### config.mk
export PLATFORM = sky130hd
export DESIGN_NAME = hbs_addr
export DESIGN_NICKNAME = d
export VERILOG_FILES = /design/src/hbs_pkg.sv /design/src/hbs_addr.sv
export SDC_FILE = /design/constraint.sdc
export NUM_CORES = 1
export LEC_CHECK = 0
export ABC_AREA = 0
export BUFFER_PORTS_ARGS = -buffer_cell sky130_fd_sc_hd__buf_4
export CORE_UTILIZATION = 30
export CTS_BUF_LIST = sky130_fd_sc_hd__clkbuf_2
export DETAILED_ROUTE_END_ITERATION = 16
export PLACE_DENSITY_LB_ADDON = 0.12
export SKIP_LAST_GASP = 1
export SLEW_MARGIN = 20
export SYNTH_ARGS = -nofsm -noshare
export SYNTH_HDL_FRONTEND = slang
export SYNTH_SLANG_ARGS = --single-unit
### constraint.sdc
create_clock -name clk_i -period 8.9 [get_ports clk_i]
set_input_delay 0 -clock clk_i [delete_from_list [all_inputs] [get_ports clk_i]]
set_output_delay 0 -clock clk_i [all_outputs]
set_load 0.01 [all_outputs]
### src/hbs_pkg.sv
`default_nettype none

package hbs_pkg;

  localparam int MaxWidth   = 256;
  localparam int MaxHeight  = 256;
  localparam int StoreDepth = MaxWidth * MaxHeight;
  localparam int AddrW      = $clog2(StoreDepth);
  localparam int ColW       = $clog2(MaxWidth);
  localparam int RowW       = $clog2(MaxHeight);
  localparam int CfgW       = 9;
  localparam int DimW       = CfgW;
  localparam int PosW       = 17;
  localparam int FracW      = 16;
  localparam int PixW       = 8;
  localparam int HeightW    = 17;
  localparam int PaddrW     = 3;

  localparam logic [PosW-1:0] OneQ16 = 17'h10000;

  localparam logic MODE_LOAD   = 1'b0;
  localparam logic MODE_SAMPLE = 1'b1;

  localparam logic REG_WIDTH  = 1'b0;
  localparam logic REG_HEIGHT = 1'b1;

  // sample beat leaving address generation, aligned with the store read
  typedef struct packed {
    logic             valid;
    logic [FracW-1:0] fx;
    logic [FracW-1:0] fy;
  } smp_ctl_t;

endpackage

`default_nettype wire

### src/hbs_addr.sv
`default_nettype none

module hbs_addr import hbs_pkg::*; (
  input  wire logic             clk_i,
  input  wire logic             rst_ni,
  input  wire logic             en_i,
  input  wire logic             valid_i,
  input  wire logic             mode_i,
  input  wire logic [AddrW-1:0] pixel_index_i,
  input  wire logic [PixW-1:0]  pixel_value_i,
  input  wire logic [PosW-1:0]  pos_x_i,
  input  wire logic [PosW-1:0]  pos_y_i,
  input  wire logic [CfgW-1:0]  cfg_width_i,
  input  wire logic [CfgW-1:0]  cfg_height_i,
  output logic                  we_o,
  output logic      [AddrW-1:0] waddr_o,
  output logic      [PixW-1:0]  wdata_o,
  output logic      [AddrW-1:0] a00_o,
  output logic      [AddrW-1:0] a01_o,
  output logic      [AddrW-1:0] a10_o,
  output logic      [AddrW-1:0] a11_o,
  output smp_ctl_t              ctl_o
);

  localparam int PxW = PosW + ColW;
  localparam int PyW = PosW + RowW;

  logic [DimW-1:0] w_c, h_c;
  logic [ColW-1:0] wm1_c;
  logic [RowW-1:0] hm1_c;
  logic [PosW-1:0] px_sat, py_sat;

  // stage A
  logic             va_q, mode_a_q;
  logic [AddrW-1:0] idx_a_q;
  logic [PixW-1:0]  val_a_q;
  logic [PxW-1:0]   px_a_q;
  logic [PyW-1:0]   py_a_q;
  logic [ColW-1:0]  wm1_a_q;
  logic [RowW-1:0]  hm1_a_q;
  logic [DimW-1:0]  w_a_q;

  // stage B
  logic             vb_q, mode_b_q;
  logic [AddrW-1:0] idx_b_q;
  logic [PixW-1:0]  val_b_q;
  logic [ColW-1:0]  xl_b_q, xu_b_q;
  logic [AddrW-1:0] rowl_b_q, rowu_b_q;
  logic [FracW-1:0] fx_b_q, fy_b_q;

  logic [ColW-1:0] xl_a, xu_a;
  logic [RowW-1:0] yl_a, yu_a;

  always_comb begin
    priority if (cfg_width_i == '0) begin
      w_c = DimW'(1);
    end else if (cfg_width_i > DimW'(MaxWidth)) begin
      w_c = DimW'(MaxWidth);
    end else begin
      w_c = cfg_width_i;
    end
    priority if (cfg_height_i == '0) begin
      h_c = DimW'(1);
    end else if (cfg_height_i > DimW'(MaxHeight)) begin
      h_c = DimW'(MaxHeight);
    end else begin
      h_c = cfg_height_i;
    end
    wm1_c  = ColW'(w_c - DimW'(1));
    hm1_c  = RowW'(h_c - DimW'(1));
    px_sat = (pos_x_i > OneQ16) ? OneQ16 : pos_x_i;
    py_sat = (pos_y_i > OneQ16) ? OneQ16 : pos_y_i;
  end

  always_ff @(posedge clk_i or negedge rst_ni) begin
    if (!rst_ni) begin
      va_q <= 1'b0;
      vb_q <= 1'b0;
    end else if (en_i) begin
      va_q <= valid_i;
      vb_q <= va_q;
    end
  end

  always_ff @(posedge clk_i) begin
    if (en_i) begin
      mode_a_q <= mode_i;
      idx_a_q  <= pixel_index_i;
      val_a_q  <= pixel_value_i;
      px_a_q   <= PxW'(px_sat) * PxW'(wm1_c);
      py_a_q   <= PyW'(py_sat) * PyW'(hm1_c);
      wm1_a_q  <= wm1_c;
      hm1_a_q  <= hm1_c;
      w_a_q    <= w_c;
    end
  end

  always_comb begin
    xl_a = px_a_q[FracW +: ColW];
    yl_a = py_a_q[FracW +: RowW];
    xu_a = (xl_a == wm1_a_q) ? xl_a : ColW'(xl_a + ColW'(1));
    yu_a = (yl_a == hm1_a_q) ? yl_a : RowW'(yl_a + RowW'(1));
  end

  always_ff @(posedge clk_i) begin
    if (en_i) begin
      mode_b_q <= mode_a_q;
      idx_b_q  <= idx_a_q;
      val_b_q  <= val_a_q;
      xl_b_q   <= xl_a;
      xu_b_q   <= xu_a;
      rowl_b_q <= AddrW'(AddrW'(yl_a) * AddrW'(w_a_q));
      rowu_b_q <= AddrW'(AddrW'(yu_a) * AddrW'(w_a_q));
      fx_b_q   <= px_a_q[FracW-1:0];
      fy_b_q   <= py_a_q[FracW-1:0];
    end
  end

  // stage C: loads write here, in order with the sample reads
  assign we_o    = en_i && vb_q && (mode_b_q == MODE_LOAD);
  assign waddr_o = idx_b_q;
  assign wdata_o = val_b_q;
  assign a00_o   = AddrW'(rowl_b_q + AddrW'(xl_b_q));
  assign a01_o   = AddrW'(rowl_b_q + AddrW'(xu_b_q));
  assign a10_o   = AddrW'(rowu_b_q + AddrW'(xl_b_q));
  assign a11_o   = AddrW'(rowu_b_q + AddrW'(xu_b_q));

  assign ctl_o.valid = vb_q && (mode_b_q == MODE_SAMPLE);
  assign ctl_o.fx    = fx_b_q;
  assign ctl_o.fy    = fy_b_q;

endmodule

`default_nettype wire

# --- After elaboration in Yosys (flattened, before gate mapping) ---
# Cells that the tools add are included.
totals:
  register_bits: 205
  inputBits: 81
  out_inout_bits: 122
  wordCells: 51
classes:
  add_sub_neg: 8
  n_mul: 4
  order_cmp: 4
  n_eq_ne: 2
  n_mux: 8
  bitwise_logic: 1
  n_reduce_logical: 5
ops:
  columns: ["operator", "count"]
  rows:
  - ["adder 16 x 8 -> 16 bit", 4]
  - ["multiplier 17 x 8 -> 24 bit", 2]
  - ["greater-than comparator 17 bit, second input constant", 2]
  - ["two-way mux 17 bit", 2]
  - ["multiplier 8 x 9 -> 16 bit", 2]
  - ["two-way mux 8 bit", 4]
  - ["greater-than comparator 9 bit, second input constant", 2]
  - ["logical NOT 9 bit", 2]
  - ["two-way mux 9 bit", 2]
  - ["adder 8 x 1 -> 8 bit, second input constant", 2]
  - ["== test 8 bit", 2]
  - ["subtractor 8 x 1 -> 8 bit, second input constant", 2]
  - ["logical AND 1 bit", 3]
  - ["inverter 1 bit", 1]

# --- Longest topological paths before layout ---
logic_depth:
  depth_word: 5
  ltp_mapped: 29
  ltp_nobuf: 28

# --- Worst setup path before layout ---
# OpenSTA, ideal clock, no wires.
synth_timing:
  path_kind: "input -> register"
  from: "in cfg_height_i[2]"
  to: "reg py_a_q[22] (data pin)"
  setup_ns: 0.258
  arrival_ns: 6.383
  required_time_ns: 8.642
  path_slack_ns: 2.259
  stages: 27
  n_path_buf: 2
  path_cell_list: "or4_4 > or4_4 > nor2_4 > nor2_1 > nor2_1 > inv_2 > buf_2 > ha_1 > o21ai_0 > o21ai_0 > a21boi_1 > clkbuf_1 > nor2_1 > fa_1 > inv_1 > fa_1 > fa_1 > inv_1 > fa_1 > ha_1 > and3_1 > a211o_1 > or3_1 > a31oi_1 > o41ai_1 > a21oi_1 > xnor2_1"
synth_via:
  elab_chain_cells: 5
  elab_cells_between_ends: 6
  classes_between: "1 x add/sub; 1 x mul; 1 x order compare; 2 x mux; 1 x reduce/logical"
synth_rtl:
  columns: ["element", "line", "text"]
  rows:
  - ["from (decl)", "hbs_addr.sv:14", "input wire logic [CfgW-1:0] cfg_height_i,"]
  - ["greater-than comparator 9 bit", "hbs_addr.sv:64", "end else if (cfg_height_i > DimW'(MaxHeight)) begin"]
  - ["two-way mux 8 bit", "hbs_addr.sv:64", null]
  - ["two-way mux 8 bit *", "hbs_addr.sv:62", "priority if (cfg_height_i == '0) begin"]
  - ["subtractor 8 x 1 -> 8 bit *", "hbs_addr.sv:70", "hm1_c = RowW'(h_c - DimW'(1));"]
  - ["via hm1_c[0]", "hbs_addr.sv:30", "logic [RowW-1:0] hm1_c;"]
  - ["multiplier 17 x 8 -> 24 bit *", "hbs_addr.sv:91", "py_a_q <= PyW'(py_sat) * PyW'(hm1_c);"]
  - ["to (signal assigned)", "hbs_addr.sv:91", null]
  - ["to (decl)", "hbs_addr.sv:38", "logic [PyW-1:0] py_a_q;"]
# The timed path passes the listed nets; every way through them passes the cells marked *.
# A chain may end at the register's enable or synchronous reset.

# --- Worst setup path after layout ---
layout_timing:
  from: "in cfg_height_i[3]"
  to: "reg py_a_q[22] (data pin)"
layout_via:
  elab_chain_cells: 5
  elab_cells_between_ends: 6
  classes_between: "1 x add/sub; 1 x mul; 1 x order compare; 2 x mux; 1 x reduce/logical"
layout_rtl:
  columns: ["element", "line"]
  rows:
  - ["greater-than comparator 9 bit", "hbs_addr.sv:64"]
  - ["two-way mux 8 bit", "hbs_addr.sv:64"]
  - ["two-way mux 8 bit *", "hbs_addr.sv:62"]
  - ["subtractor 8 x 1 -> 8 bit *", "hbs_addr.sv:70"]
  - ["multiplier 17 x 8 -> 24 bit *", "hbs_addr.sv:91"]
# Every way passes the cells marked *; elsewhere a longest branch is shown, timed or not.

==> flow_summary.yaml <==
synth:
  synth_edf_count: 203
  ys_ff_latch: 205
  synth_top_area_cell: "edfxtp_1"
  syn_area_um2: 21300
  netlist.area_leader.share: 0.287
  synth_cell_types: 55
  synth_area_leaders: "edfxtp_1 (29%), fa_1 (25%), ha_1 (11%)"
  synth_nets: 2674
  ys.flop_type: "edfxtp_1"
  synth_cells: 2138
  syn_area_per_cell_um2: 9.95
  ys_seq_area_frac: 0.289
  yosysWarningCount: 0
  ys_async_sr_fraction: 0.00976
global_routing:
  grt_remaining_overflow: 0
  track_usage: 0.163
  gr-usage-met2: 0.261
  grt_pass1_wl_mm: 91.5
  grt_util_met3: 0.0250
  met1_usage: 0.224
  grt_pass1_vias: 16700
  antenna_found_initial: 3
  top_usage_layer: "met2"
  grt_max_degree: 69
setup_path:
  critical-path-slowest-cell: "a21boi_1"
  crit_path_start_kind: "input pin"
  crit_arrival_ns: 9.00
  crit_fanout: 15
  cp_common_cell: "fa_1"
  cp_slowest_stage_delay_ns: 0.78
  critPathKind: "input pin to flip-flop"
  crit_required_ns: 9.70
  critPathCaptureType: "flip-flop"
routing:
  wl_mm: 57.1
  routed-via-count: 15800
  first_pass_iters: 5
  drt_iter0_markers: 755
  route.antenna.remaining_nets: 0
  routed_via_density: 4.53
  drc: 0
  post_drt_wl_per_cell_um: 16.4
finish:
  num-nets-final: 3029
  fillers: 7182
  multi_input_area_um2: 13500
  mostFrequentLayoutCells: "inv_1 (373), fa_1 (264), nor2_1 (235)"
  final_common_cell: "inv_1"
  drive_gt1_frac: 0.129
  seq_area_um2: 6150
  synthToLayoutAreaGrowth_pct: 20.7
placed_design:
  hpwl_mm: 44.2
  portBuffers: 202
  gp_congestion: 0.816
sta:
  fin_hold_ws_ns: 0.166
  fin_worst_skew_ns: 0.0961
  rsz0062_at_grt: "no"
  fmaxAchievable_mhz: 122
  tightest_slew_ns: 0.960
  relSlewSlack: 0.358
  tns_ns: 0
  fin_crit_ns: 8.20
  timing.final.hold_violations: 0
  setup_viol: 0
  post-route-period-util: 0.922
  maxSlewViolCount: 0
die:
  start_util: 0.304
  die_w_um: 268
  die_h_um: 268
  die_area_um2: 72000
  rows: 97
  ios: 203
  core_um2: 70000
clock_tree:
  cts_sinks: 205
  cts_tree: "done"
  numCtsBuffers: 60
  clk_pin_slew_ns: 0.10
  cts_htree_levels: 2
  postCtsHoldBufs: 125
  clk_latency_ns: 1.07
  cts_resized: 0
  clockBufferDepth: 3
  cts-root-buf: "clkbuf_2"
  cts_setup_buffers: 0
power:
  vdd_drop_max_mv: 0.321
  swShare: 0.471
  switching_power_mw: 5.09
  power.leakage_nw: 12.0
  intPower_mw: 5.72
  powerDensity_nw_per_um2: 421
  power.share.sequential: 0.192
  clkPwrFrac: 0.067
  p_comb_frac: 0.741
hold_path:
  worstHoldPathType: "input pin to flip-flop"
run:
  max_cap_viol_count: 0
outcome:
  outcome: "finished, final reports clean"
-- registers in the layout, summed over array words and instances, names as in the netlist, 9 cells and up --
register  count
rowu_b_q     16
w_a_q         9
rowl_b_q     16
fy_b_q       16
fx_b_q       16
py_a_q       24
idx_a_q      16
waddr_o      16
px_a_q       24
-- synthesized netlist by cell type, types with 3 or more instances --
cell type / number
nor4_1: 14
buf_2: 7
ha_1: 191
clkbuf_1: 36
edfxtp_1: 203
o31ai_1: 4
o21bai_1: 5
nand2b_1: 15
nand2_1: 202
o21ai_0: 48
and2_1: 76
a21oi_1: 61
nand4_1: 8
a41oi_1: 5
a21o_1: 13
fa_1: 264
xor2_1: 58
or2_2: 4
o21a_1: 8
a211oi_1: 4
mux2_2: 3
xnor2_1: 94
buf_6: 3
nand3_1: 54
or3_1: 8
a31oi_1: 5
a21boi_0: 10
and3_1: 13
nor3_1: 25
nor2_1: 235
inv_1: 373
nor2b_1: 56
-- per-stage QoR --
stage	cells	setup slack [ns]	total power, mW	util	area (µm²)
2_1_floorplan	2138	2.26	7.83	-	21300
3_3_place_gp	3246	1.38	10.1	0.341	23800
3_5_place_dp	3246	1.09	10.2	0.341	23800
4_1_cts	3479	0.904	11.0	0.366	25700
5_1_grt	3483	0.299	12.2	0.367	25700
6_report	3484	0.698	10.8	0.367	25700
-- cells by family after synthesis --
family | Yosys count | synth area share
simple gates | 714 | 0.155
fa+ha+maj | 455 | 0.361
buf+inv | 425 | 0.0774
flops | 205 | 0.289
compound gates | 183 | 0.0532
xor+xnor | 152 | 0.0626
mux | 4 | 0.00206
-- worst paths after layout --
kind,startpoint,to,slack (ns),cells after the start
min in group asynchronous,rst_ni,va_q,0.36,4
worst min register to register,px_a_q[2],fx_b_q[2],0.42,0
worst max-delay path,cfg_height_i[3],py_a_q[22],0.70,30
worst max register to register,py_a_q[16],rowu_b_q[13],2.16,21
worst min-delay path,pos_x_i[9],px_a_q[10],0.17,8
max in group asynchronous,rst_ni,va_q,8.41,4
-- cell type report --
cell class | instances | share of cell area
Antenna cell | 5 | 0.000487
Clock buffer | 90 | 0.0175
Clock inverter | 18 | 0.00390
Inverter | 375 | 0.0548
Multi-Input combinational cell | 1508 | 0.525
Sequential cell | 205 | 0.239
Tap cell | 940 | 0.0458
Timing Repair Buffer | 343 | 0.113
-- power groups by stage --
stage / Combinational (mW) / Sequential [mW] / Clock, mW
after global placement: 8.03 / 2.10 / 0
after detailed placement: 8.06 / 2.10 / 0
final: 8.01 / 2.07 / 0.727
after floorplan: 5.90 / 1.93 / 0
after CTS: 8.18 / 2.08 / 0.786
after global routing: 9.30 / 2.11 / 0.827
-- worst max-delay path, delay by kind of cell --
family	cells	cell delay [ns]
simple gates	8	1.95
buf+inv	8	2.50
xor+xnor	1	0.08
fa+ha+maj	6	2.58
compound gates	7	1.90
-- metal layers --
| metal | vias to the layer above | wire length [µm] | share of wire |
|---|---|---|---|
| met5 | - | 0 | 0 |
| met4 | 0 | 1670 | 0.029 |
| met3 | 96 | 2560 | 0.045 |
| met2 | 344 | 26100 | 0.46 |
| met1 | 7741 | 26800 | 0.47 |
| li1 | 7589 | - | - |
No activity file was read; power rests on OpenSTA's default activity.
